==> config.mk <==
export PLATFORM = sky130hd
export DESIGN_NAME = fat_long_name_assembler
export DESIGN_NICKNAME = d
export VERILOG_FILES = /design/src/design/flna_pkg.sv /design/src/design/flna_ram.sv /design/src/design/flna_lane.sv /design/src/design/fat_long_name_assembler.sv
export VERILOG_INCLUDE_DIRS = /design/src /design/src/design
export SDC_FILE = /design/constraint.sdc
export NUM_CORES = 2
export LEC_CHECK = 0
export BUFFER_PORTS_ARGS = -buffer_cell sky130_fd_sc_hd__buf_2
export CAP_MARGIN = 30
export CELL_PAD_IN_SITES_DETAIL_PLACEMENT = 1
export CELL_PAD_IN_SITES_GLOBAL_PLACEMENT = 1
export CORE_MARGIN = 2
export CORE_UTILIZATION = 47
export CTS_CLUSTER_SIZE = 8
export DETAILED_ROUTE_END_ITERATION = 7
export GPL_TIMING_DRIVEN = 0
export MAX_ROUTING_LAYER = met4
export PLACE_DENSITY = 0.87
export REMOVE_ABC_BUFFERS = 1
export SLEW_MARGIN = 20
export SYNTH_ARGS = -nofsm -noshare
export SYNTH_HDL_FRONTEND = slang
export SYNTH_SLANG_ARGS = --single-unit
==> constraint.sdc <==
create_clock -name clk -period 15.68 [get_ports clk]
set_input_delay 3.136 -clock clk [delete_from_list [all_inputs] [get_ports clk]]
set_output_delay 3.136 -clock clk [all_outputs]
set_load 0.05 [all_outputs]
==> src/design/fat_long_name_assembler_defines.svh <==
// Assertion macros used by the assembler.
`ifndef FAT_LONG_NAME_ASSEMBLER_DEFINES_SVH
`define FAT_LONG_NAME_ASSEMBLER_DEFINES_SVH

// Same-cycle implication.
`define FLNA_ASSERT_NOW(lbl, ante, cons) \
  lbl: assert property (@(posedge clk) disable iff (rst) (ante) |-> (cons)) \
    else $error("assembler check failed");

// Next-cycle implication.
`define FLNA_ASSERT_NEXT(lbl, ante, cons) \
  lbl: assert property (@(posedge clk) disable iff (rst) (ante) |=> (cons)) \
    else $error("assembler check failed");

`endif

==> src/design/flna_pkg.sv <==
package flna_pkg;

  localparam int NAME_STORE_BYTES = 256;
  localparam int MAX_CHUNKS       = 32;
  localparam int LEN_LIMIT        = 8 * MAX_CHUNKS;
  localparam int ADDR_W           = $clog2(NAME_STORE_BYTES);
  localparam int POS_W            = ADDR_W + 1;
  localparam int SCAN_W           = $clog2(LEN_LIMIT + 1);
  localparam int NUM_CHARS        = 13;

  localparam logic [15:0] PAD_CHAR       = 16'hFFFF;
  localparam logic [7:0]  ORD_LAST_ONLY  = 8'h01;
  localparam logic [7:0]  ORD_LAST_FIRST = 8'h41;

  // Byte offsets of the characters, in store order (name3, name2, name1, backwards).
  localparam int CHAR_OFF [NUM_CHARS] = '{30, 28, 24, 22, 20, 18, 16, 14, 9, 7, 5, 3, 1};

endpackage

==> src/design/flna_ram.sv <==
module flna_ram #(
  parameter int WIDTH = 8,
  parameter int DEPTH = 256
) (
  input  logic                     clk,
  input  logic                     we,
  input  logic [$clog2(DEPTH)-1:0] waddr,
  input  logic [WIDTH-1:0]         wdata,
  input  logic [$clog2(DEPTH)-1:0] raddr,
  output logic [WIDTH-1:0]         rdata
);

  logic [WIDTH-1:0] mem [DEPTH];

  always_ff @(posedge clk) begin
    if (we) begin
      mem[waddr] <= wdata;
    end
    rdata <= mem[raddr];
  end

endmodule

==> src/design/flna_lane.sv <==
module flna_lane import flna_pkg::*; (
  input  logic [15:0] chr,
  output logic [7:0]  ch_low,
  output logic        keep
);

  // Drop padding, hold the low byte of anything else.
  assign keep   = (chr != PAD_CHAR);
  assign ch_low = chr[7:0];

endmodule

==> src/design/fat_long_name_assembler.sv <==
// Long-name assembler. Pulse start with one 32-byte long-name directory entry while busy is
// low; entries go in on-disk order, last part of the name first. Thirteen lanes decode the
// entry's characters at once, then the characters are written into the name store one per
// cycle while busy stays high. An entry with order 0x01 or 0x41 closes the name: unless the
// name overflowed or is empty, the top byte is checked through the store's registered read
// port, then the name streams out at one byte per cycle until its terminator; a name that
// could exceed the word limit is first scanned for its length. Results appear on name_chunk,
// chunk_length, name_status and last_chunk for exactly one cycle with done high; the
// receiver cannot stall, so it must take every word as it comes. A corrupt or overflowed
// name gives one word with name_status set; an empty name gives one empty word. The name
// store needs no clearing after reset.
`include "fat_long_name_assembler_defines.svh"

module fat_long_name_assembler import flna_pkg::*; (
  input  logic        clk,
  input  logic        rst,
  input  logic        start,
  output logic        busy,
  input  logic [63:0] entry_bytes_0_7,
  input  logic [63:0] entry_bytes_8_15,
  input  logic [63:0] entry_bytes_16_23,
  input  logic [63:0] entry_bytes_24_31,
  output logic        done,
  output logic [63:0] name_chunk,
  output logic [3:0]  chunk_length,
  output logic        name_status,
  output logic        last_chunk
);

  localparam logic [2:0] S_IDLE  = 3'd0;
  localparam logic [2:0] S_WRITE = 3'd1;
  localparam logic [2:0] S_END   = 3'd2;
  localparam logic [2:0] S_TOP   = 3'd3;
  localparam logic [2:0] S_STRM  = 3'd4;
  localparam logic [2:0] S_SCAN  = 3'd5;

  localparam logic [POS_W-1:0] TOP_POS  = POS_W'(NAME_STORE_BYTES - 1);
  localparam logic [POS_W-1:0] EXH_POS  = POS_W'(NAME_STORE_BYTES);
  localparam logic [3:0]       SLOT_END = 4'(NUM_CHARS - 1);

  logic [2:0]        state;
  logic [255:0]      entry;
  logic [7:0]        lane_low  [NUM_CHARS];
  logic              lane_keep [NUM_CHARS];
  logic [7:0]        slot_low  [NUM_CHARS];
  logic              slot_keep [NUM_CHARS];
  logic [3:0]        slot;
  logic              term;
  logic              in_prog;
  logic              ovf;
  logic [POS_W-1:0]  wp;
  logic [POS_W-1:0]  start_pos;
  logic [POS_W-1:0]  pos;
  logic              pend;
  logic [63:0]       chunk_buf;
  logic [3:0]        chunk_cnt;
  logic [SCAN_W-1:0] scan_cnt;
  logic [POS_W-1:0]  written;
  logic [POS_W-1:0]  first_pos;

  logic              we;
  logic [ADDR_W-1:0] waddr;
  logic [ADDR_W-1:0] raddr;
  logic [7:0]        rdata;

  assign entry = {entry_bytes_24_31, entry_bytes_16_23, entry_bytes_8_15, entry_bytes_0_7};
  assign busy  = (state != S_IDLE);

  // Decode all thirteen characters side by side.
  for (genvar g = 0; g < NUM_CHARS; g++) begin : g_lane
    flna_lane u_lane (
      .chr    (entry[8*CHAR_OFF[g] +: 16]),
      .ch_low (lane_low[g]),
      .keep   (lane_keep[g])
    );
  end

  assign written   = wp[ADDR_W] ? EXH_POS : (TOP_POS - wp);
  assign first_pos = wp[ADDR_W] ? '0 : (wp + POS_W'(1));

  // One store write per kept character; exhausted store takes nothing.
  assign we    = (state == S_WRITE) && slot_keep[slot] && !wp[ADDR_W];
  assign waddr = wp[ADDR_W-1:0];

  always_comb begin
    raddr = pos[ADDR_W-1:0];
    unique case (state)
      S_END:   raddr = TOP_POS[ADDR_W-1:0];
      S_TOP:   raddr = first_pos[ADDR_W-1:0];
      default: raddr = pos[ADDR_W-1:0];
    endcase
    if (state == S_SCAN && (!pend || rdata == 8'd0)) begin
      raddr = start_pos[ADDR_W-1:0];
    end
  end

  flna_ram #(.WIDTH(8), .DEPTH(NAME_STORE_BYTES)) u_store (
    .clk   (clk),
    .we    (we),
    .waddr (waddr),
    .wdata (slot_low[slot]),
    .raddr (raddr),
    .rdata (rdata)
  );

  always_ff @(posedge clk) begin
    if (rst) begin
      state   <= S_IDLE;
      in_prog <= 1'b0;
      ovf     <= 1'b0;
      wp      <= TOP_POS;
      done    <= 1'b0;
      pend    <= 1'b0;
    end else begin
      done <= 1'b0;
      unique case (state)
        S_IDLE: begin
          if (start) begin
            // Latch the lanes and open a name if none is open.
            for (int k = 0; k < NUM_CHARS; k++) begin
              slot_low[k]  <= lane_low[k];
              slot_keep[k] <= lane_keep[k];
            end
            slot    <= '0;
            term    <= (entry[7:0] == ORD_LAST_ONLY) || (entry[7:0] == ORD_LAST_FIRST);
            in_prog <= 1'b1;
            if (!in_prog) begin
              wp  <= TOP_POS;
              ovf <= 1'b0;
            end
            state <= S_WRITE;
          end
        end
        S_WRITE: begin
          if (slot_keep[slot]) begin
            if (wp[ADDR_W]) begin
              ovf <= 1'b1;
            end else if (wp == '0) begin
              wp <= EXH_POS;
            end else begin
              wp <= wp - POS_W'(1);
            end
          end
          slot <= slot + 4'd1;
          if (slot == SLOT_END) begin
            state <= S_END;
          end
        end
        S_END: begin
          if (!term) begin
            state <= S_IDLE;
          end else begin
            in_prog <= 1'b0;
            if (ovf || wp == TOP_POS) begin
              done         <= 1'b1;
              name_chunk   <= '0;
              chunk_length <= '0;
              name_status  <= ovf;
              last_chunk   <= 1'b1;
              state        <= S_IDLE;
            end else begin
              state <= S_TOP;
            end
          end
        end
        S_TOP: begin
          if (rdata != 8'd0) begin
            done         <= 1'b1;
            name_chunk   <= '0;
            chunk_length <= '0;
            name_status  <= 1'b1;
            last_chunk   <= 1'b1;
            state        <= S_IDLE;
          end else begin
            start_pos <= first_pos;
            pos       <= first_pos + POS_W'(1);
            pend      <= 1'b1;
            chunk_buf <= '0;
            chunk_cnt <= '0;
            scan_cnt  <= '0;
            state     <= (32'(written) > 32'(LEN_LIMIT)) ? S_SCAN : S_STRM;
          end
        end
        S_SCAN: begin
          // Length pre-check for names that could exceed the word limit.
          if (!pend || rdata == 8'd0) begin
            pos   <= start_pos + POS_W'(1);
            pend  <= 1'b1;
            state <= S_STRM;
          end else if (scan_cnt == SCAN_W'(LEN_LIMIT)) begin
            done         <= 1'b1;
            name_chunk   <= '0;
            chunk_length <= '0;
            name_status  <= 1'b1;
            last_chunk   <= 1'b1;
            state        <= S_IDLE;
          end else begin
            scan_cnt <= scan_cnt + SCAN_W'(1);
            pend     <= !pos[ADDR_W];
            if (!pos[ADDR_W]) begin
              pos <= pos + POS_W'(1);
            end
          end
        end
        S_STRM: begin
          pend <= !pos[ADDR_W];
          if (!pos[ADDR_W]) begin
            pos <= pos + POS_W'(1);
          end
          if (!pend || rdata == 8'd0) begin
            // End of name: flush what is held as the last word.
            done         <= 1'b1;
            name_chunk   <= chunk_buf;
            chunk_length <= chunk_cnt;
            name_status  <= 1'b0;
            last_chunk   <= 1'b1;
            state        <= S_IDLE;
          end else if (chunk_cnt == 4'd8) begin
            done         <= 1'b1;
            name_chunk   <= chunk_buf;
            chunk_length <= 4'd8;
            name_status  <= 1'b0;
            last_chunk   <= 1'b0;
            chunk_buf    <= {56'd0, rdata};
            chunk_cnt    <= 4'd1;
          end else begin
            chunk_buf[{chunk_cnt[2:0], 3'b000} +: 8] <= rdata;
            chunk_cnt <= chunk_cnt + 4'd1;
          end
        end
        default: state <= S_IDLE;
      endcase
    end
  end

  `FLNA_ASSERT_NOW(a_mid_full, done && !last_chunk, chunk_length == 4'd8 && !name_status)
  `FLNA_ASSERT_NOW(a_bad_empty, done && name_status, chunk_length == 4'd0 && name_chunk == '0)
  `FLNA_ASSERT_NOW(a_empty_last, done && chunk_length == 4'd0, last_chunk)
  `FLNA_ASSERT_NEXT(a_take_busy, start && !busy, busy)

endmodule

==> run summary <==
Hold Violations, Final = 0
Hold_sp = in_prog
Leak pwr = 37.6 nW
Number of buffers added for setup after CTS = 0
Final core occ = 55.6%
Setup CP Type = flop to flop
Die area = 206,000 µm²
Mapped cell area = 95,300 µm²
First-pass GRT wire length = 522,000 µm
Critical path startpoint = state[2]
Failing checks = design-rule violations, max-capacitance violations, max-slew violations
Gpl congestion = 0.947
Area Overhead vs Synth = 17.7%
Core Region = 202,000 µm²
Clock tree root driver cell = clkbuf_16
GRT Residual Overflow = 0
Relative slew slack = -15.4%
Hold Path Depth = 2
R2r setup slk = 6.34 ns
Synth cell types = 80
Pwr per Cell Area = 144 nW/µm²
Register area share after synthesis = 74.2%
Worst R2R Start = state[2]
Clock Skew = 0.118 ns
Final period util = 59.6%
DRC errors left = 1
Data required, critical path = 16.47 ns
Share of cells above drive strength 1 = 15.6%
Outcome = finished, violations left
Clock Latency Late Sink = 1.08 ns
Reg2reg path depth = 20
Fmax = 107 MHz
Clock slew at reported path FFs = 0.06 ns
RSZ-0062 raised after global routing = no
Initial Util = 47.2%
Post-Synth Adder-Cell Area = 0.223%
Cells after Synth = 6,566
CP arrival = 10.13 ns
Total power = 0.0161 W
Asr flop ratio synth = 0%
H-tree levels = 5
GRT Util Overall = 36.2%
Worst slew pin tran = 1.72 ns
Initial antenna violation count = 47
# hold bufs at CTS = 0
Largest family of logic cells by synthesized area = simple AND/OR/NAND/NOR gates
Final setup violation count = 0
Antenna Nets Post-Route = 0
Row count = 165
Post-Synth Simple-Gate Area = 11.1%
Final Routed Wirelength = 410,000 µm
Max-cap violations = 3
Post-Synth XOR/XNOR Area = 0.303%
DR iter-0 viols = 14,400
Clk buf depth = 4
Worst setup margin = 6.34 ns
Largest net degree at the start of global routing = 119
Peak supply drop = 0.138 mV
Post-route cell area = 112,000 µm²
Total CTS buffers = 345
Syn avg cell area = 14.5 µm²
Most common cell after layout, fill and taps aside = edfxtp_1
Hold WC Path Type = flop to flop
Ys flop type = edfxtp_1
Complex-gate fraction of the synthesized area = 7.46%
CP startpoint kind = flop
Wire length per cell = 41.7 µm
DP Wirelength = 210,000 µm
Top Ports = 331
Post-DP Area = 103,000 µm²
EDFF count, synth = 2,335
DP Worst Slack = 7.09 ns
Die height = 454 µm
Worst Setup End Kind = flop
Resized Gates After CTS = 0
Final min period = 9.34 ns
1st-pass router iterations = 8
CTS tree = done
Clock Sinks = 2,363
Worst Path Max Fanout = 48
Vias in the first global route = 71,300
Nets = 7,261
Most frequent cells in the layout = 2,335 x edfxtp_1, 1,194 x nand2_1, 350 x clkbuf_16, 335 x nor2_1, 320 x buf_2
Chip Width = 454 µm
Via/cell ratio = 7.48
Mux share of post-synthesis cell area = 4.42%
Buffers on Ports = 289
Worst hold slack = 0.519 ns
Flop and latch count out of synthesis = 2,363
Vias = 73,500
Yosys warns = 0
Pins Over Slew Limit = 6
==> through the flow <==
step / setup TNS, ns / instances
after floorplan: -49.69 / 6113
after global placement: -3797.76 / 9074
after detailed placement: 0 / 9281
after CTS: 0 / 9683
after global routing: 0 / 9828
final: 0 / 9836
==> worst paths after layout <==
kind,to
max reg2reg,u_store.rdata[3]
min,in_prog
max,u_store.rdata[3]
min reg2reg,in_prog
==> registers in the layout, indices dropped and copies added (netlist names), 13 cells and up, named ones only <==
register	flops
name_chunk	64
u_store.mem	2048
slot_low	104
slot_keep	13
chunk_buf	64
==> cells in the mapped netlist (32+ instances only) <==
cell / count / share of area, %
a311oi_1: 125 / 1.1
nand4_1: 88 / 0.58
edfxtp_1: 2335 / 74
nor4_1: 43 / 0.28
a22oi_1: 52 / 0.41
a31oi_1: 120 / 0.79
nand2_1: 1207 / 4.8
and3_1: 194 / 1.3
a211oi_1: 198 / 1.6
buf_2: 121 / 0.64
buf_1: 46 / 0.18
o21ai_0: 105 / 0.55
nor2_1: 347 / 1.4
nor3_1: 32 / 0.17
a21oi_1: 311 / 1.6
clkbuf_1: 234 / 0.92
mux2i_1: 121 / 1.3
mux4_2: 130 / 3.1
and2_1: 75 / 0.49
nand3_1: 309 / 1.6
==> cell families (layout without fill, tap and decap cells) <==
group | Yosys count | in the layout
mux | 257 | 257
flops | 2363 | 2363
simple gates | 2365 | 2365
fa+ha+maj | 17 | 17
xor+xnor | 33 | 33
other cells | 0 | 124
compound gates | 1063 | 1063
buf+inv | 468 | 942
==> layer usage <==
metal  track usage, %  vias to the layer above  wire, µm
li1                 -                    26100         -
met1             40.6                    35200    122000
met2             55.1                     9063    178000
met3             11.2                     3205     64400
met4             25.7                        0     45500
met5                -                        -         0
==> power breakdown <==
part / switching [W] / leakage [nW] / internal (W) / total (W)
sequential: 0.0000625 / 21.3 / 0.00740 / 0.00747
clock: 0.00304 / 4.41 / 0.00396 / 0.00700
combinational: 0.00125 / 11.9 / 0.000418 / 0.00167
total: 0.00435 / 37.6 / 0.0118 / 0.0161
==> critical path: stages, from the launching register on <==
cell,delay (ns)
dfxtp_1,1.02
nor2b_1,0.44
buf_4,0.26
nand2_1,0.47
o21ai_4,0.96
buf_16,0.25
buf_16,0.20
buf_16,0.21
buf_16,0.20
buf_16,0.17
and2_4,0.54
buf_16,0.33
buf_12,0.30
buf_16,0.30
buf_12,0.31
nand2_1,0.15
a311oi_1,0.64
nor4_1,0.21
o22ai_1,0.56
o22ai_1,0.45
a211oi_1,0.93
==> layout make-up <==
type | count | area (µm²)
clock inverter | 6 | 92.6
fill | 18700 | 89700
clock buffer | 396 | 8930
timing repair buffer | 525 | 5950
multi-input combinational | 3735 | 22800
tap | 2672 | 3340
sequential | 2363 | 70700
inverter | 15 | 56.3
antenna | 124 | 310
No activity file was read; power rests on OpenSTA's default activity.
